## src/svp_pkg.sv

```systemverilog
// Shared types, constants and helper functions for the version string parser.
package svp_pkg;

  // Longest string accepted before the status reports too long
  localparam int MAX_LENGTH = 256;
  // Counter width: holds the saturation cap MAX_LENGTH + 1
  localparam int CNT_W = $clog2(MAX_LENGTH + 2);
  // Width of the layout fields on the result channel
  localparam int OUT_W = 9;

  localparam logic [CNT_W-1:0] CNT_CAP = CNT_W'(MAX_LENGTH + 1);
  localparam logic [CNT_W-1:0] CNT_MAX = CNT_W'(MAX_LENGTH);
  localparam logic [CNT_W-1:0] CNT_ONE = CNT_W'(1);

  // Character codes
  localparam logic [7:0] CH_ZERO  = 8'h30;
  localparam logic [7:0] CH_NINE  = 8'h39;
  localparam logic [7:0] CH_DOT   = 8'h2E;
  localparam logic [7:0] CH_MINUS = 8'h2D;
  localparam logic [7:0] CH_PLUS  = 8'h2B;
  localparam logic [7:0] CH_SPACE = 8'h20;
  localparam logic [7:0] CH_TAB   = 8'h09;
  localparam logic [7:0] CH_CR    = 8'h0D;

  typedef enum logic [2:0] {
    PH_LEAD,
    PH_MAJOR,
    PH_MINOR,
    PH_PATCH,
    PH_PRE,
    PH_BUILD
  } phase_t;

  typedef enum logic [1:0] {
    ST_OK,
    ST_INVALID,
    ST_TOO_LONG
  } status_t;

  // Parser state carried from one item to the next
  typedef struct packed {
    phase_t                  phase;
    logic [CNT_W-1:0]        char_count;
    logic [4:0][CNT_W-1:0]   lens;
    logic [CNT_W-1:0]        start;
    logic [CNT_W-1:0]        pending;
    logic                    lzero;
    logic                    err;
  } state_t;

  localparam state_t STATE_RESET = '{
    phase:      PH_LEAD,
    char_count: '0,
    lens:       '0,
    start:      '0,
    pending:    '0,
    lzero:      1'b0,
    err:        1'b0
  };

  // One result item
  typedef struct packed {
    status_t           status;
    logic [OUT_W-1:0]  major_offset;
    logic [OUT_W-1:0]  major_length;
    logic [OUT_W-1:0]  minor_length;
    logic [OUT_W-1:0]  patch_length;
    logic [OUT_W-1:0]  prerelease_length;
    logic [OUT_W-1:0]  build_length;
  } result_t;

  // Add two counts, saturating at the cap
  function automatic logic [CNT_W-1:0] sat_add(input logic [CNT_W-1:0] a,
                                               input logic [CNT_W-1:0] b);
    logic [CNT_W:0] s;
    s = {1'b0, a} + {1'b0, b};
    return (s > {1'b0, CNT_CAP}) ? CNT_CAP : s[CNT_W-1:0];
  endfunction

endpackage

```

## src/svp_if.sv

```systemverilog
// Valid/ready channel interfaces for characters in and results out.
interface svp_char_if;
  import svp_pkg::*;

  logic       valid;
  logic       ready;
  logic [7:0] char_code;
  logic       final_char;

  modport source (output valid, output char_code, output final_char, input ready);
  modport sink   (input valid, input char_code, input final_char, output ready);
endinterface

interface svp_result_if;
  import svp_pkg::*;

  logic             valid;
  logic             ready;
  status_t          status;
  logic [OUT_W-1:0] major_offset;
  logic [OUT_W-1:0] major_length;
  logic [OUT_W-1:0] minor_length;
  logic [OUT_W-1:0] patch_length;
  logic [OUT_W-1:0] prerelease_length;
  logic [OUT_W-1:0] build_length;

  modport source (output valid, output status, output major_offset, output major_length,
                  output minor_length, output patch_length, output prerelease_length,
                  output build_length, input ready);
  modport sink   (input valid, input status, input major_offset, input major_length,
                  input minor_length, input patch_length, input prerelease_length,
                  input build_length, output ready);
endinterface

```

## src/svp_step.sv

```systemverilog
// Per-character next-state and result logic of the version string parser.
module svp_step (
  input  svp_pkg::state_t  cur,
  input  logic [7:0]       char_code,
  input  logic             final_char,
  output svp_pkg::state_t  nxt,
  output svp_pkg::result_t res
);
  import svp_pkg::*;

  state_t           upd;
  phase_t           ph;
  logic             ws;
  logic             digit;
  logic [CNT_W-1:0] len;
  logic [CNT_W-1:0] tmp;
  logic             ok;
  logic             too_long;

  always_comb begin
    upd   = cur;
    ph    = cur.phase;
    len   = '0;
    tmp   = '0;
    ws    = (char_code == CH_SPACE) || (char_code >= CH_TAB && char_code <= CH_CR);
    digit = (char_code >= CH_ZERO) && (char_code <= CH_NINE);

    // Character handling, frozen once an error is seen
    if (!cur.err) begin
      if (ws) begin
        if (cur.phase != PH_LEAD) begin
          upd.pending = sat_add(cur.pending, CNT_ONE);
        end
      end else begin
        if (ph == PH_LEAD) begin
          upd.start = cur.char_count;
          ph = PH_MAJOR;
        end
        upd.phase = ph;
        case (ph)
          PH_MAJOR, PH_MINOR, PH_PATCH: begin
            len = (ph == PH_MAJOR) ? cur.lens[0] :
                  (ph == PH_MINOR) ? cur.lens[1] : cur.lens[2];
            if (cur.pending != '0) begin
              // inner whitespace inside a number
              upd.err = 1'b1;
            end else if (digit) begin
              if (len == CNT_ONE && cur.lzero) begin
                upd.err = 1'b1;
              end
              if (len == '0 && char_code == CH_ZERO) begin
                upd.lzero = 1'b1;
              end
              tmp = sat_add(len, CNT_ONE);
              if (ph == PH_MAJOR) begin
                upd.lens[0] = tmp;
              end else if (ph == PH_MINOR) begin
                upd.lens[1] = tmp;
              end else begin
                upd.lens[2] = tmp;
              end
            end else if (char_code == CH_DOT && ph != PH_PATCH) begin
              if (len == '0) begin
                upd.err = 1'b1;
              end
              upd.phase = (ph == PH_MAJOR) ? PH_MINOR : PH_PATCH;
              upd.lzero = 1'b0;
            end else if (ph == PH_PATCH &&
                         (char_code == CH_MINUS || char_code == CH_PLUS)) begin
              if (len == '0) begin
                upd.err = 1'b1;
              end
              upd.phase = (char_code == CH_MINUS) ? PH_PRE : PH_BUILD;
              upd.lzero = 1'b0;
            end else begin
              upd.err = 1'b1;
            end
          end
          PH_PRE: begin
            tmp = sat_add(cur.lens[3], cur.pending);
            if (char_code == CH_PLUS) begin
              if (tmp == '0) begin
                upd.err = 1'b1;
              end
              upd.lens[3] = tmp;
              upd.phase   = PH_BUILD;
            end else begin
              upd.lens[3] = sat_add(tmp, CNT_ONE);
            end
          end
          PH_BUILD: begin
            upd.lens[4] = sat_add(cur.lens[4], sat_add(cur.pending, CNT_ONE));
          end
          default: begin
          end
        endcase
        upd.pending = '0;
      end
    end
    upd.char_count = sat_add(cur.char_count, CNT_ONE);

    // Final checks on the updated state
    case (upd.phase)
      PH_PATCH: ok = !upd.err && upd.lens[2] != '0;
      PH_PRE:   ok = !upd.err && upd.lens[3] != '0;
      PH_BUILD: ok = !upd.err && upd.lens[4] != '0;
      default:  ok = 1'b0;
    endcase
    too_long = upd.char_count > CNT_MAX;

    res = '0;
    if (too_long) begin
      res.status = ST_TOO_LONG;
    end else if (!ok) begin
      res.status = ST_INVALID;
    end else begin
      res.status            = ST_OK;
      res.major_offset      = OUT_W'(upd.start);
      res.major_length      = OUT_W'(upd.lens[0]);
      res.minor_length      = OUT_W'(upd.lens[1]);
      res.patch_length      = OUT_W'(upd.lens[2]);
      res.prerelease_length = OUT_W'(upd.lens[3]);
      res.build_length      = OUT_W'(upd.lens[4]);
    end

    nxt = final_char ? STATE_RESET : upd;
  end

endmodule

```

## src/semver_string_parser_unit.sv

```systemverilog
// Top level of the version string parser: state and result registers.
//
// Usage: the string arrives on the chars channel one byte per item, with
// final_char set on its last byte. For each string one item leaves on the
// result channel: status (ok, invalid, too long) and, when ok, the offset of
// the major number and the lengths of major, minor, patch, pre-release and
// build. No item leaves for bytes that are not final.
// Latency: the result item is valid in the cycle after the final byte is accepted.
// Throughput: one byte per cycle while chars.ready is high, with the parser state
// updated on each accepted byte; the next string may start right after a final byte.
// Stall: the result sits in an output register; chars.ready stays high while
// that register is empty or being emptied, so bytes keep flowing while a
// result waits only if the receiver takes it. With a result held and
// result.ready low, chars.ready is low.
// Reset: synchronous rst returns the parser to the leading-whitespace phase
// with all counts cleared and empties the output register.
module semver_string_parser_unit (
  input logic               clk,
  input logic               rst,
  svp_char_if.sink          chars,
  svp_result_if.source      result
);
  import svp_pkg::*;

  state_t  st;
  state_t  st_next;
  result_t res_next;
  result_t res;
  logic    res_valid;
  logic    accept;

  assign chars.ready = !res_valid || result.ready;
  assign accept      = chars.valid && chars.ready;

  svp_step u_step (
    .cur        (st),
    .char_code  (chars.char_code),
    .final_char (chars.final_char),
    .nxt        (st_next),
    .res        (res_next)
  );

  // Parser state register
  always_ff @(posedge clk) begin
    if (rst) begin
      st <= STATE_RESET;
    end else if (accept) begin
      st <= st_next;
    end
  end

  // Result register
  always_ff @(posedge clk) begin
    if (rst) begin
      res_valid <= 1'b0;
    end else if (accept && chars.final_char) begin
      res_valid <= 1'b1;
    end else if (result.ready) begin
      res_valid <= 1'b0;
    end
  end

  always_ff @(posedge clk) begin
    if (accept && chars.final_char) begin
      res <= res_next;
    end
  end

  assign result.valid             = res_valid;
  assign result.status            = res.status;
  assign result.major_offset      = res.major_offset;
  assign result.major_length      = res.major_length;
  assign result.minor_length      = res.minor_length;
  assign result.patch_length      = res.patch_length;
  assign result.prerelease_length = res.prerelease_length;
  assign result.build_length      = res.build_length;

  // A final byte always produces a result in the next cycle
  a_final_gives_result: assert property (@(posedge clk) disable iff (rst)
    accept && chars.final_char |=> res_valid)
    else $error("final byte did not produce a result");

  // After a final byte the parser is back at its start state
  a_final_resets_state: assert property (@(posedge clk) disable iff (rst)
    accept && chars.final_char |=> st.phase == PH_LEAD && st.char_count == '0)
    else $error("parser state not cleared after final byte");

  // A non-final byte never leaves a fresh result behind
  a_no_spurious_result: assert property (@(posedge clk) disable iff (rst)
    accept && !chars.final_char |=> !res_valid)
    else $error("result appeared without a final byte");

  // A failed status carries an all-zero layout
  a_fail_zero_layout: assert property (@(posedge clk) disable iff (rst)
    res_valid && res.status != ST_OK |-> res.major_offset == '0 &&
      res.major_length == '0 && res.minor_length == '0 && res.patch_length == '0 &&
      res.prerelease_length == '0 && res.build_length == '0)
    else $error("layout not cleared on failed status");

  // Once past the leading blanks, at least one byte has been counted
  a_phase_range: assert property (@(posedge clk) disable iff (rst)
    st.phase != PH_LEAD |-> st.char_count != '0)
    else $error("parser left leading phase without counting a byte");

endmodule
```

## src/flat_wrapper.sv

```systemverilog
// flat-port wrapper written by rule: the top's interface ports become plain ports
module semver_string_parser_unit_flat import svp_pkg::*;
  (clk, rst, chars_valid, chars_char_code, chars_final_char, chars_ready, result_valid, result_status, result_major_offset, result_major_length, result_minor_length, result_patch_length, result_prerelease_length, result_build_length, result_ready);
  svp_char_if chars_i ();
  svp_result_if result_i ();
  input logic clk;
  input logic rst;
  input wire logic [$bits(chars_i.valid)-1:0] chars_valid;
  input wire logic [$bits(chars_i.char_code)-1:0] chars_char_code;
  input wire logic [$bits(chars_i.final_char)-1:0] chars_final_char;
  output wire logic [$bits(chars_i.ready)-1:0] chars_ready;
  output wire logic [$bits(result_i.valid)-1:0] result_valid;
  output wire logic [$bits(result_i.status)-1:0] result_status;
  output wire logic [$bits(result_i.major_offset)-1:0] result_major_offset;
  output wire logic [$bits(result_i.major_length)-1:0] result_major_length;
  output wire logic [$bits(result_i.minor_length)-1:0] result_minor_length;
  output wire logic [$bits(result_i.patch_length)-1:0] result_patch_length;
  output wire logic [$bits(result_i.prerelease_length)-1:0] result_prerelease_length;
  output wire logic [$bits(result_i.build_length)-1:0] result_build_length;
  input wire logic [$bits(result_i.ready)-1:0] result_ready;
  assign chars_i.valid = chars_valid;
  assign chars_i.char_code = chars_char_code;
  assign chars_i.final_char = chars_final_char;
  assign chars_ready = chars_i.ready;
  assign result_valid = result_i.valid;
  assign result_status = result_i.status;
  assign result_major_offset = result_i.major_offset;
  assign result_major_length = result_i.major_length;
  assign result_minor_length = result_i.minor_length;
  assign result_patch_length = result_i.patch_length;
  assign result_prerelease_length = result_i.prerelease_length;
  assign result_build_length = result_i.build_length;
  assign result_i.ready = result_ready;
  semver_string_parser_unit u_core (.clk(clk), .rst(rst), .chars(chars_i), .result(result_i));
endmodule
```

## config.mk

```make
export PLATFORM = sky130hd
export DESIGN_NAME = semver_string_parser_unit_flat
export DESIGN_NICKNAME = d
export VERILOG_FILES = /design/src/svp_pkg.sv /design/src/svp_if.sv /design/src/svp_step.sv /design/src/semver_string_parser_unit.sv /design/src/flat_wrapper.sv
export SDC_FILE = /design/constraint.sdc
export NUM_CORES = 1
export LEC_CHECK = 0
export BUFFER_PORTS_ARGS = -buffer_cell sky130_fd_sc_hd__buf_2
export CORE_MARGIN = 2
export CORE_UTILIZATION = 35
export DETAILED_ROUTE_END_ITERATION = 8
export PLACE_DENSITY = 0.49
export RECOVER_POWER = 100
export SKIP_CTS_REPAIR_TIMING = 1
export SLEW_MARGIN = 10
export SYNTH_ARGS = -nofsm -noshare
export SYNTH_HDL_FRONTEND = slang
export SYNTH_SLANG_ARGS = --single-unit
```

## constraint.sdc

```tcl
create_clock -name clk -period 7 [get_ports clk]
set_clock_uncertainty 0.15 [all_clocks]
set_input_delay 0 -clock clk [delete_from_list [all_inputs] [get_ports clk]]
set_output_delay 0 -clock clk [all_outputs]
set_load 0.03 [all_outputs]
```

**Yosys cells after proc, flatten, opt, wreduce, memory -nomap -nowiden**

Cells that the tools add are included.

- Register bits after elaboration: 134
- Input bits: 13

- Equality and inequality tests: 20
- Bitwise operators: 1
- Mux-type cells: 55
- Reduce and logical (&&, ||, !) cells: 31
- $lt $le $gt $ge: 11
- Add/subtract/negate cells: 6

Operators with widths:

| operator | count |
|---|---|
| 9-bit two-way mux | 17 |
| 27-bit two-way mux | 3 |
| 77-bit two-way mux | 1 |
| 65-bit two-way mux | 1 |
| 10-bit by 9-bit > comparator with 1-bit output (second input constant) | 6 |
| 54-bit two-way mux | 1 |
| 9-bit by 1-bit adder with 10-bit output (second input constant) | 4 |
| 8-bit by 6-bit equality test with 1-bit output (second input constant) | 5 |
| 9-bit nonzero test | 4 |
| 3-bit two-way mux | 10 |
| 9-bit by 9-bit adder with 10-bit output | 2 |
| 9-bit zero test | 2 |
| 18-bit two-way mux | 1 |
| 1-bit two-way mux | 15 |
| 3-bit equality test (second input constant) | 4 |
| 1-bit logical AND | 11 |
| 3-bit by 2-bit equality test with 1-bit output (second input constant) | 3 |
| 9-bit by 1-bit equality test with 1-bit output (second input constant) | 1 |
| 9-bit > comparator (second input constant) | 1 |
| 3-bit by 2-bit != test with 1-bit output (second input constant) | 3 |
| 8-bit by 4-bit >= comparator with 1-bit output (second input constant) | 1 |
| 8-bit by 6-bit >= comparator with 1-bit output (second input constant) | 1 |
| 8-bit by 4-bit <= comparator with 1-bit output (second input constant) | 1 |
| 8-bit by 6-bit <= comparator with 1-bit output (second input constant) | 1 |
| other kinds (17) | 25 |

**Logic depth before layout (Yosys ltp)**

Gate-level depths: netlist of run 1.

- Word-level depth: 23
- Gate-level depth with buffers: 25
- Depth with buffers taken out: 24

**Modules after synthesis**

A second synthesis of run 1 with hierarchy kept.

- Cell total of the unflattened synthesis: 1186
- Area total of the unflattened synthesis: 10343.7 um^2

By module, submodules not included:

| module | area an instance (um^2) | cells an instance | instances |
|---|---|---|---|
| svp_step | 5205.0 | 773 | 1 |
| semver_string_parser_unit | 5138.7 | 413 | 1 |

**Least setup slack after synthesis of run 1**

OpenSTA, ideal clock, no wires.

- Kind: register to register
- Start point: register u_core.st[3] in the netlist's numbering
- End point: register u_core.res, in the netlist u_core.result.patch_length[0], data pin
- Path slack: 1.310 ns
- Data arrival time: 5.382 ns
- Cell stages (with the launch flop): 25
- Cells stage by stage: dfxtp_1 inv_1 ha_1 or3b_2 o32ai_1 or4b_2 o21a_1 o22ai_1 a41oi_1 a41oi_1 nand2_1 inv_1 ha_1 a21o_1 a21oi_1 nand2b_1 o311ai_0 or4_1 nor2_1 a31oi_1 o2111a_1 a41oi_1 nand4_2 buf_6 a211oi_2

- Word-level cells in the longest chain between the ends: 15

Ends and longest elaborated chain:

| item | RTL line | RTL |
|---|---|---|
| from (decl) | semver_string_parser_unit.sv:25 | `state_t st;` |
| from (signal assigned) | semver_string_parser_unit.sv:48 | `st <= st_next;` |
| 9-bit by 9-bit adder with 10-bit output | svp_pkg.sv:76 | `s = {1'b0, a} + {1'b0, b};` |
| 10-bit by 9-bit > comparator with 1-bit output | svp_pkg.sv:77 | `return (s > {1'b0, CNT_CAP}) ? CNT_CAP : s[CNT_W-1:0];` |
| 9-bit two-way mux | svp_pkg.sv:77 |  |
| 9-bit by 1-bit adder with 10-bit output | svp_pkg.sv:76 |  |
| 10-bit by 9-bit > comparator with 1-bit output | svp_pkg.sv:77 |  |
| 9-bit two-way mux | svp_pkg.sv:77 |  |
| 9-bit two-way mux | svp_step.sv:81 | `if (char_code == CH_PLUS) begin` |
| 9-bit two-way mux | svp_step.sv:40 | `case (ph)` |
| 54-bit two-way mux | svp_step.sv:30 | `if (ws) begin` |
| 65-bit two-way mux | svp_step.sv:29 | `if (!cur.err) begin` |
| 9-bit nonzero test | svp_step.sv:105 | `PH_PRE: ok = !upd.err && upd.lens[3] != '0;` |
| 1-bit logical AND | svp_step.sv:105 |  |
| 1-bit case mux with 3 select lines | svp_step.sv:103 | `case (upd.phase)` |
| 1-bit NOT (no source line) | -- |  |
| 2-bit OR reduction (no source line) | -- |  |
| to (signal assigned) | semver_string_parser_unit.sv:65 | `res <= res_next;` |
| to (decl) | semver_string_parser_unit.sv:28 | `result_t res;` |

Several ways; a longest one is shown, not always the timed one. The select of a mux whose other input is x is not followed.
A chain may end at the register's enable or synchronous reset.

**Worst setup path in the final report of run 1**

- Start point: register u_core.st[3] in the netlist's numbering
- End point: register u_core.res, in the netlist u_core.result.patch_length[5], data pin

Same word-level chain as after synthesis.

==> results of run 1 <==
## final timing paths
path              slack (ns)                            end  cells after the start                from
setup / recovery        0.69  u_core.result.patch_length[5]                     23        u_core.st[3]
hold / removal        -0.008                  u_core.st[76]                      5  chars_char_code[3]
setup reg to reg        0.69  u_core.result.patch_length[5]                     23        u_core.st[3]
hold reg to reg         0.30                   u_core.st[1]                      2        u_core.st[1]
## final cells by class
class / instances / area, um2 / area share
clock inverters: 15 / 159 / 0.0165
well taps: 324 / 405 / 0.0420
clock buffers: 17 / 425 / 0.0441
inverters: 27 / 101 / 0.0105
flip-flops and latches: 134 / 3240 / 0.336
repair buffers: 86 / 397 / 0.0411
multi-input cells: 799 / 4920 / 0.510
## worst max-delay path, cell delays in order, from the launching register on
cell	delay, ns
sky130_fd_sc_hd__dfxtp_1	0.48
sky130_fd_sc_hd__ha_1	0.34
sky130_fd_sc_hd__nand2_1	0.08
sky130_fd_sc_hd__o32ai_1	0.37
sky130_fd_sc_hd__or4b_2	0.62
sky130_fd_sc_hd__o21a_1	0.19
sky130_fd_sc_hd__o22ai_1	0.12
sky130_fd_sc_hd__a41oi_1	0.11
sky130_fd_sc_hd__a41oi_1	0.36
sky130_fd_sc_hd__nand2_1	0.15
sky130_fd_sc_hd__inv_1	0.10
sky130_fd_sc_hd__ha_1	0.22
sky130_fd_sc_hd__a21o_1	0.18
sky130_fd_sc_hd__a21oi_1	0.22
sky130_fd_sc_hd__nand2b_1	0.18
sky130_fd_sc_hd__o311ai_0	0.23
sky130_fd_sc_hd__or4_1	0.57
sky130_fd_sc_hd__nor2_1	0.11
sky130_fd_sc_hd__a31oi_1	0.13
sky130_fd_sc_hd__o2111a_1	0.29
sky130_fd_sc_hd__a41oi_1	0.29
sky130_fd_sc_hd__nand4_2	0.16
sky130_fd_sc_hd__buf_12	0.27
sky130_fd_sc_hd__nor3_1	0.22
## cell families (layout without fill, tap and decap cells)
kind of cell,count (synthesis),after routing,share of synthesized area
XOR/XNOR,28,28,0.0287
AO/OA/AOI/OAI,268,268,0.215
AND/OR/NAND/NOR,448,448,0.260
flip-flops,134,134,0.380
multiplexers,26,26,0.0305
buffers and inverters,85,145,0.0413
adder cells (fa/ha/maj),29,29,0.0443
## placed cells by master, fill, tap and decap left out, drive strengths merged, types with 11 or more instances in the layout
master,n
nand2,73
o21ai,52
xor2,11
buf,21
edfxtp,56
and3,17
xnor2,17
and2,16
nand3,24
nand2b,11
clkbuf,80
inv,36
mux2i,26
nor2b,17
a22oi,54
nor4,12
ha,27
dfxtp,78
nor3,45
a21oi,63
a31oi,11
nor2,169
## flip-flops by register name, indices dropped and copies added (netlist names)
name,count
u_core.st,77
u_core.result.minor_length,9
u_core.result.status,2
u_core.result.build_length,9
u_core.result.major_length,9
u_core.result.prerelease_length,9
u_core.result.valid,1
u_core.result.major_offset,9
u_core.result.patch_length,9
## layer usage
metal,up-vias,share of wire,global-route usage,routed length (um)
li1,3859,-,-,-
met1,3753,0.45,0.270,11800
met2,205,0.49,0.343,12700
met3,34,0.045,0.0327,1170
met4,0,0.015,0.0590,401
met5,-,0,0,0
## power by group
group	leakage, nW	switching (mW)	internal, mW	total [mW]
logic	2.00	0.0922	0.0272	0.119
clock network	0.291	0.401	0.506	0.908
registers	1.13	0.00812	0.827	0.835
==> flow_results.org, run 1 <==
** Outcome
- The flow ran to the end, but the final reports show violations.
- The final reports fail on negative hold slack, max-capacitance violations, max-slew violations.

** STA
- Headroom to the max-slew limit came out at -0.115.
- Count of pins over their slew limit :: 28
- Smallest setup slack after layout :: ~0.69 ns
- Post-route setup TNS :: 0 ns
- The routed design could run at a clock period as short as ~6.3 ns.
- RSZ-0062 raised after global routing :: no
- Final Hold Fails :: 1
- Final hold analysis gives a worst-case slack of -0.00821 ns.
- Setup violations remaining at the end of the flow were counted as 0.
- In the finished design, the share of the clock period the worst path needs comes to 0.902.
- Worst Tran Pin Value :: 1.67 ns
- Static timing analysis puts the maximum clock frequency at between 150 and 200 MHz.

** Logic synthesis
- Commonest cells post-synth :: sky130_fd_sc_hd__nor2_1, sky130_fd_sc_hd__dfxtp_1, sky130_fd_sc_hd__nand2_1
- In this run, synthesis produced a sequential element count of about 130.
- Mapped Cells :: a little over 1000
- Among all flip-flop cells after synthesis, the most frequent one is sky130_fd_sc_hd__dfxtp_1.
- Post-Synthesis Net Count :: between 1000 and 1500
- Post-synth top area cell :: sky130_fd_sc_hd__edfxtp_1
- A synthesized cell averages around 8.4 um2.
- Most area-consuming cells after synthesis :: sky130_fd_sc_hd__edfxtp_1, sky130_fd_sc_hd__dfxtp_1, sky130_fd_sc_hd__nor2_1
- Of the synthesized area, sequential elements account for 0.380.
- Of the post-synthesis cell area, the dominant cell type holds 0.197.
- For this run, the number of Yosys warnings is 0.
- Post-synth EDFFs :: 56
- Post-Synthesis Cell Area :: ~8500 um2
- Number of distinct library cells after synthesis :: between 80 and 90
- Most common cell in the synthesized netlist :: sky130_fd_sc_hd__nor2_1
- Of all flip-flops after synthesis, the portion carrying an async set or reset was 0.

** Power
- Ratio of total power to cell area :: roughly 190 nW/um2
- The completed layout was analyzed and its total power is around 1.9 mW.
- Worst IR drop on VDD :: approximately 140 uV
- Lkg Pwr :: roughly 3.4 nW

** Floorplanning
- Initial Utilization :: 0.354
- Die Wd :: 160 um
- During I/O placement, the number of pins put on the boundary was roughly 70.
- Die Outline Area :: between 20000 and 30000 um2
- The floorplan has 57 rows.
- The core region is between 20000 and 25000 um2.
- Measured along the y axis, the die boundary spans about 160 um.

** Clocking
- The clock passes through at most 2 buffers.
- Clock input transition at the sequential cells of the worst setup and hold paths :: 0.07 ns
- TritonCTS built the clock tree.
- Buffer cell driving the clock tree root :: sky130_fd_sc_hd__clkbuf_16
- Clk Latency, worst-skew pair :: about 0.43 ns
- In this run, CTS created clock tree buffers numbering 17.
- H-tree levels :: 4
- Counting every sink on the clock net gives roughly 130.

** Placement
- Once detailed placement completed, the half-perimeter wirelength came to 18400 um.
- Gp weighted congestion :: 0.864
- The placed instances occupy a cell area of 9160 um2.
- OpenSTA, run right after detailed placement, puts the worst setup slack at between 0.6 and 0.7 ns.
- Total of buffers placed on input and output ports :: 70
- Number of placed cells counting well taps :: around 1400

** Critical path
- CP startpoint kind :: register
- Worst Setup End Kind :: register
- Along the worst path, the maximum fanout reaches 53.
- At the worst endpoint, the arrival time is about 6.4 ns.
- Classification of the worst setup path :: register to register
- Required time worst endpoint :: just over 7 ns

** Drt
- In the final routed layout, each cell accounts on average for ~19 um.
- Vias :: 7851
- For this block, the initial DRC count from the detailed router was 734.
- First-pass DRT Iterations :: 5
- Routed wire length :: between 20000 and 30000 um
- In this run the remaining antenna-violating nets after routing total 0.
- After detailed routing, the number of remaining DRC violations is 0.
- Routed vias/inst :: about 5.6

** GRT
- Number of antenna violations at the first check in global routing :: 0
- For this run, the total global-route usage over all layers was measured as 0.204.
- Residual overflow from global routing :: 0
- Vias in the first global route :: ~7600
- Wire length of the first global-routing pass :: between 40000 and 50000 um
- Largest net degree at the start of global routing :: 79

** Run
- Across the run, the number of max-cap violations was 1.

** Finish
- The final layout contains about 1100 nets.
- Cell Count, Final, Fillers Out :: about 1400
- Fraction of the core area covered by cells at the end of the flow :: 0.400
- Share of final-layout standard cells stronger than drive strength 1 :: 0.0761
- Synth-to-Final Area Change :: 13.0%
- The repair_antennas step left the layout with diodes totalling 0.
- Fill cells in the final layout number around 2600.
- Cell area after layout :: slightly below 10000 um2

** Worst hold path
- The worst hold path belongs to the class primary input to register.
Power figures use the tool's default switching activity.
==> run 2: changes to the inputs <==
CORE_UTILIZATION = 42   (was 35)
PLACE_DENSITY = 0.57   (was 0.49)
==> flow_results.org, run 2 (synthesized netlist as in run 1, its figures left out) <==
** Outcome
- The run finished, with violations left.
- The final reports fail on max-capacitance violations, max-slew violations.

** STA
- Post-route setup TNS :: 0 ns (unchanged)
- Worst Tran Pin Value :: 1.55 ns (-0.128 ns)
- Max Clock Freq :: 157 MHz (-0.99%)
- The setup-violating endpoint count in the final report is 0 (unchanged).
- Count of pins over their slew limit :: 26 (-7.1%)
- The max-slew headroom at the worst pin came to -0.0301 (+0.0851).
- The minimum clock period is 6.38 ns (+0.0633 ns).
- The number of failing hold endpoints at the final stage came to 0 (-1).
- Smallest setup slack after layout :: 0.624 ns (-0.0633 ns)
- The final cycle utilization of the critical path came to 0.911 (+0.00904).
- Setup repair after global routing left no endpoint under its margin.
- The worst-case hold slack is 0.00433 ns (+0.0125 ns).

** Drt
- The number of vias in the routed layout came to 7880 (+0.37%).
- The number of DRC violations after detailed-routing iteration 0 came to 508 (-31%).
- The routed length per placed instance was 18.4 um (-0.93%).
- Routed vias/inst :: 5.85 (+4.4%)
- Routed wire length :: 24800 um (-4.7%)
- The number of remaining DRC errors is 0 (unchanged).
- Count of nets left with antenna violations after detail routing :: 0 (unchanged)
- The number of detailed-routing iterations run before antenna repair is 5 (unchanged).

** Critical path
- Critical path depth :: 23 (unchanged)
- The worst-path maximum fanout was 36 (-32%).
- The combined buffer and inverter count along the critical path is 2 (unchanged).
- Length in cells of the worst reg-to-reg path :: 23 (unchanged)
- Data arrival time of the critical path :: 6.47 ns (+0.05 ns)
- Family of cells with the greatest summed delay on the critical path :: compound AO/OA/AOI/OAI gates
- Classification of the worst setup path :: register to register
- Max stage delay on crit path :: 0.61 ns (about the same)
- The required time of the critical path was 7.10 ns (about the same).
- CP Cell Sequence :: ha_1 > nand2_1 > o32ai_1 > or4b_2 > o21a_1 > o22ai_1 > a41oi_1 > a41oi_1 > nand2_1 > inv_1 > ha_1 > a21o_1 > a21oi_1 > nand2b_1 > o311ai_0 > or4_1 > nor2_1 > a31oi_1 > o2111a_1 > a41oi_1 > nand4_2 > buf_6 > a211oi_1
- Worst Setup End Kind :: register
- The largest individual stage delay along the critical path comes from the cell sky130_fd_sc_hd__or4b_2.
- Dominant cell type by count on the critical path :: sky130_fd_sc_hd__a41oi_1
- The setup slack of the worst register-to-register path is 0.62 ns (-0.06 ns).
- CP startpoint kind :: register

** Power
- Internal power summed over all cells :: 1.43 mW (+5.2%)
- Share of total power in sequential cells :: 0.444 (-0.005)
- Switching share of total power :: 0.239 (-0.0302)
- Logic pwr share :: 0.063 (about the same)
- The part of the power in the clock network is 0.493 (+0.006).
- The net switching power came to 450 uW (-10%).
- Worst IR drop on VDD :: 143 uV (+4.7%)
- Ratio of total power to cell area :: 196 nW/um2 (+1.6%)
- Overall power consumption :: 1.88 mW (+1.0%)
- The leakage power figure came to 3.43 nW (about the same).

** Finish
- Leaving out fill and tap cells, the most frequent cell in the layout is sky130_fd_sc_hd__nor2_1.
- Fraction of the core area covered by cells at the end of the flow :: 0.477 (+0.0772)
- Inserted Diodes :: 0 (unchanged)
- Synth-to-Final Area Change :: 12.4%
- Most flop-heavy register :: u_core.st
- Max FFs per register :: 77 (unchanged)
- The post-layout instance area was 9600 um2 (-0.52%).
- Commonest cells after routing, fill and taps aside :: sky130_fd_sc_hd__nor2_1, sky130_fd_sc_hd__dfxtp_1, sky130_fd_sc_hd__nand2_1
- Cell Count, Final, Fillers Out :: 1348 (-3.9%)
- Share of final-layout standard cells stronger than drive strength 1 :: 0.0761 (unchanged)
- The number of nets in the final layout is 1108 (+0.090%).

** Worst hold path
- The path class of the tightest hold or removal check is primary input to register.
- Hold path cells :: 4 (-1)

** Placement
- The cell area after placement was 9090 um2 (-0.79%).
- Post-detail-place hpwl :: 17600 um (-4.5%)
- Number of placed cells counting well taps :: 1315 (-3.9%)
- The placer congestion estimate was 0.907 (+5.0%).
- Total of buffers placed on input and output ports :: 70 (unchanged)
- The worst setup slack before clock tree synthesis came to 0.668 ns (-0.0280 ns).

** Clocking
- CTS tree :: done
- Buffer cell driving the clock tree root :: sky130_fd_sc_hd__clkbuf_16
- The CTS clock-pin slew for the worst setup and hold paths came to 0.07 ns (about the same).
- The clock network latency to the later pin of the worst-skew pair came to 0.42 ns (about the same).
- H-tree levels :: 4 (unchanged)
- Total CTS buffers :: 17 (unchanged)
- The maximum root-to-sink buffer count came to 2 (unchanged).
- The clock sink total came to 134 (unchanged).

** GRT
- The maximum number of pins on one net before global-route repair was 79 (unchanged).
- The total congestion overflow after global routing came to 0 (unchanged).
- Total Routing Usage GR :: 0.230 (+0.0266)
- Number of antenna violations at the first check in global routing :: 0 (unchanged)
- Vias in the first global route :: 7436 (-1.7%)
- Wire length of the first global-routing pass :: 39500 um (-5.3%)

** Floorplanning
- The die area was 21500 um2 (-16%).
- The die height is 147 um (-8.5%).
- The effective utilization at floorplan came to 0.425 (+0.0705).
- Core outline area :: 20100 um2 (-17%)
- The die span in x was 147 um (-8.5%).
- Row count :: 52 (-8.8%)
- # IOs :: 71 (unchanged)

** Run
- Max-cap violations :: 1 (unchanged)
[run 2: area by class of cell]
type	instances	area, um2
flip-flops and latches	134	3240
clock buffers	19	453
clock inverters	12	150
fillers	2015	10500
inverters	27	101
multi-input cells	799	4920
well taps	270	338
repair buffers	87	395
[run 2: worst paths after layout]
path,end,startpoint
min reg2reg,u_core.st[1],u_core.st[1]
max,u_core.result.build_length[8],u_core.st[3]
min,u_core.st[52],chars_final_char
max reg2reg,u_core.result.build_length[8],u_core.st[3]
[run 2: power groups by stage]
stage | clock (mW) | sequential (mW) | combinational, mW
2_1_floorplan | 0 | 0.879 | 0.0559
3_3_place_gp | 0 | 0.851 | 0.123
3_5_place_dp | 0 | 0.851 | 0.124
4_1_cts | 0.938 | 0.835 | 0.124
5_1_grt | 0.970 | 0.836 | 0.128
6_report | 0.928 | 0.835 | 0.119
[run 2: tightest hold or removal path: stages]
cell                     delay (ns)
sky130_fd_sc_hd__buf_2         0.30
sky130_fd_sc_hd__nor2_1        0.09
sky130_fd_sc_hd__nor2_1        0.08
sky130_fd_sc_hd__nor3_1        0.05
[run 2: layer usage]
layer  GRT usage  wire [um]  up-vias
met1       0.301      11300     3800
li1            -          -     3848
met5           0          0        -
met2       0.387      12000      188
met3      0.0403        995       44
met4      0.0777        568        0
==> run 3: changes to the inputs <==
==> constraint.sdc (replaced) <==
create_clock -name clk -period 7 [get_ports clk]
set_clock_uncertainty 0.15 [all_clocks]
set_input_delay 0.35 -clock clk [delete_from_list [all_inputs] [get_ports clk]]
set_output_delay 0.35 -clock clk [all_outputs]
set_load 0.03 [all_outputs]
==> flow_results.org, run 3 (synthesized netlist as in run 1, its figures left out) <==
** Outcome
- Run status :: finished, violations left
- The final reports fail on max-capacitance violations, max-slew violations.

** STA
- The minimum clock period is 6.38 ns (+0.00812 ns).
- Max Clock Freq :: 157 MHz (-0.13%)
- Setup repair after global routing left no endpoint under its margin.
- Worst slew slack as a fraction of its limit :: -0.0251 (+0.00506)
- Hold slack :: 0.123 ns (+0.119 ns)
- Portion of the clock cycle consumed by the worst path in the final layout :: 0.912 (+0.00116)
- The total negative slack for setup checks is 0 ns (unchanged).
- Worst Tran Pin Value :: 1.54 ns (-0.00758 ns)
- The setup-violating endpoint count in the final report came to 0 (unchanged).
- The number of pins with negative max-slew slack in the final report came to 26 (unchanged).
- Final Hold Fails :: 0 (unchanged)

** Drt
- First-pass DRT Iterations :: 5 (unchanged)
- Count of nets left with antenna violations after detail routing :: 0 (unchanged)
- Iter 0 DRT Violations :: 507 (-0.20%)
- The post-detailed-routing wire length is 24800 um (about the same).
- Wirelength per Cell :: 18.4 um (+0.15%)
- The number of vias in the routed layout came to 7869 (-0.14%).
- Routed vias/inst :: 5.85 (about the same)
- The number of remaining DRC errors is 0 (unchanged).

** Finish
- Cell area after layout :: 9580 um2 (-0.21%)
- The total of fill cells in the finished design is 2019 (+0.20%).
- Commonest cells after routing, fill and taps aside :: sky130_fd_sc_hd__nor2_1, sky130_fd_sc_hd__dfxtp_1, sky130_fd_sc_hd__nand2_1
- Share of final-layout standard cells stronger than drive strength 1 :: 0.0762 (+0.000141)
- Counting flops per register, the top entry is u_core.st.
- The area taken by flip-flops and latches came to 3240 um2 (unchanged).
- Most frequent standard cell in the layout excluding fill and tap cells :: sky130_fd_sc_hd__nor2_1
- Cell Count, Final, Fillers Out :: 1346 (-0.15%)
- Net total in the final layout :: 1106 (-0.18%)
- Synth-to-Final Area Change :: 12.2%
- Max FFs per register :: 77 (unchanged)
- Combined area of the multi-input logic cells :: 4920 um2 (unchanged)
- Inserted Diodes :: 0 (unchanged)

** Floorplanning
- The area of the core came to 20100 um2 (unchanged).
- The number of I/O pins came to 71 (unchanged).
- The cell row count came to 52 (unchanged).
- Initial Utilization :: 0.425 (unchanged)
- The die span in x was 147 um (unchanged).
- The die area came to 21500 um2 (unchanged).
- Die height :: 147 um (unchanged)

** GRT
- Residual overflow from global routing :: 0 (unchanged)
- Largest net degree at the start of global routing :: 79 (unchanged)
- The met3 usage in global routing came to 0.0403 (unchanged).
- Most heavily used metal layer in global routing :: met2
- The number of global-route vias before repair came to 7436 (unchanged).
- GR Layer Usage met2 :: 0.387 (unchanged)
- The global routing usage on met1 came to 0.301 (unchanged).
- The global-route wire length before repair came to 39500 um (unchanged).
- The overall fraction of global-route tracks in use came to 0.230 (unchanged).
- The initial antenna violation count was 0 (unchanged).

** Clocking
- The CTS clock-pin slew for the worst setup and hold paths came to 0.06 ns (about the same).
- TritonCTS built the clock tree.
- The maximum level of the CTS H-tree was 4 (unchanged).
- Clk Latency, worst-skew pair :: 0.42 ns (about the same)
- Total CTS buffers :: 17 (unchanged)
- Buffer cell driving the clock tree root :: sky130_fd_sc_hd__clkbuf_16
- The clock sink total is 134 (unchanged).
- The maximum root-to-sink buffer count is 2 (unchanged).

** Worst hold path
- Hold path cells :: 3 (-1)
- Worst hold path startpoint :: result_ready
- Hold WC Path Type :: primary input to register
- Worst-case hold path end point :: u_core.result.valid

** Critical path
- Max stage delay on crit path :: 0.61 ns (about the same)
- STA classifies the critical path startpoint as a register.
- FF-to-FF Start :: u_core.st[3]
- CP Max Fanout :: 36 (unchanged)
- CP Cell Sequence :: ha_1 > nand2_1 > o32ai_1 > or4b_2 > o21a_1 > o22ai_1 > a41oi_1 > a41oi_1 > nand2_1 > inv_1 > ha_1 > a21o_1 > a21oi_1 > nand2b_1 > o311ai_0 > or4_1 > nor2_1 > a31oi_1 > o2111a_1 > a41oi_1 > nand4_2 > buf_6 > a211oi_1
- Classification of the worst setup path :: register to register
- Critical-path top delay cell :: sky130_fd_sc_hd__or4b_2
- R2r setup slk :: 0.62 ns (about the same)
- Length in cells of the worst reg-to-reg path :: 23 (unchanged)
- The worst register-to-register path ends at u_core.result.build_length[8].
- Data arrival time of the critical path :: 6.48 ns (about the same)
- STA classifies the critical path endpoint as a register.
- Dominant cell type by count on the critical path :: sky130_fd_sc_hd__a41oi_1
- Required time worst endpoint :: 7.10 ns (about the same)

** Power
- Worst IR drop on VDD :: 143 uV (+0.24%)
- The power density over the cells was 196 nW/um2 (+0.16%).
- Lkg Pwr :: 3.42 nW (-0.30%)

** Run
- Max-cap violations :: 1 (unchanged)

** Placement
- Total of buffers placed on input and output ports :: 70 (unchanged)
- The cell count after placement was 1315 (unchanged).
- The cell area after placement is 9090 um2 (unchanged).
- Post-detail-place hpwl :: 17600 um (unchanged)
- The placer congestion estimate is 0.907 (unchanged).
==> run 3: power by group <==
part | switching [mW] | total, mW | internal [mW] | leakage [nW]
Clock | 0.351 | 0.927 | 0.576 | 0.291
Combinational | 0.0919 | 0.119 | 0.0266 | 1.99
Sequential | 0.00741 | 0.835 | 0.828 | 1.13
Total | 0.450 | 1.88 | 1.43 | 3.42
==> run 3: worst max-delay path: cells and delay by family (launching register included) <==
kind,cells,cell delay (ns)
buffers and inverters,2,0.34
DFF,1,0.50
adders and majority gates,2,0.57
and+or+nand+nor,7,1.88
AOI/OAI and AO/OA,12,2.75
==> run 3: worst max path at each step <==
stage	startpoint	slack (ns)	endpoint	cells past startpoint
after global routing	u_core.st[3]	0.007	u_core.result.build_length[8]	23
final	u_core.st[3]	0.62	u_core.result.build_length[8]	23
after floorplan	u_core.st[3]	1.31	u_core.result.patch_length[0]	24
after detailed placement	u_core.st[3]	0.67	u_core.result.major_length[5]	24
after CTS	u_core.st[3]	0.61	u_core.result.major_length[5]	24
after global placement	u_core.st[3]	0.82	u_core.result.patch_length[0]	24
==> run 3: metal layers <==
layer	wire, um	vias up
met4	571	0
met1	11400	3811
met5	0	-
met2	11900	166
met3	918	45
li1	-	3847
==> run 3: cell type report <==
type | instances | area share
inverter | 27 | 0.0106
clock inverter | 12 | 0.0157
sequential | 134 | 0.339
clock buffer | 19 | 0.0473
multi-input combinational | 799 | 0.513
timing repair buffer | 85 | 0.0392
tap | 270 | 0.0353
==> run 3: metrics by stage <==
step / setup WS, ns / power (mW) / utilization
6_report: 0.615 / 1.88 / 0.476
5_1_grt: 0.00663 / 1.93 / 0.476
4_1_cts: 0.607 / 1.90 / 0.482
3_5_place_dp: 0.668 / 0.975 / 0.452
3_3_place_gp: 0.823 / 0.974 / 0.452
2_1_floorplan: 1.31 / 0.935 / -
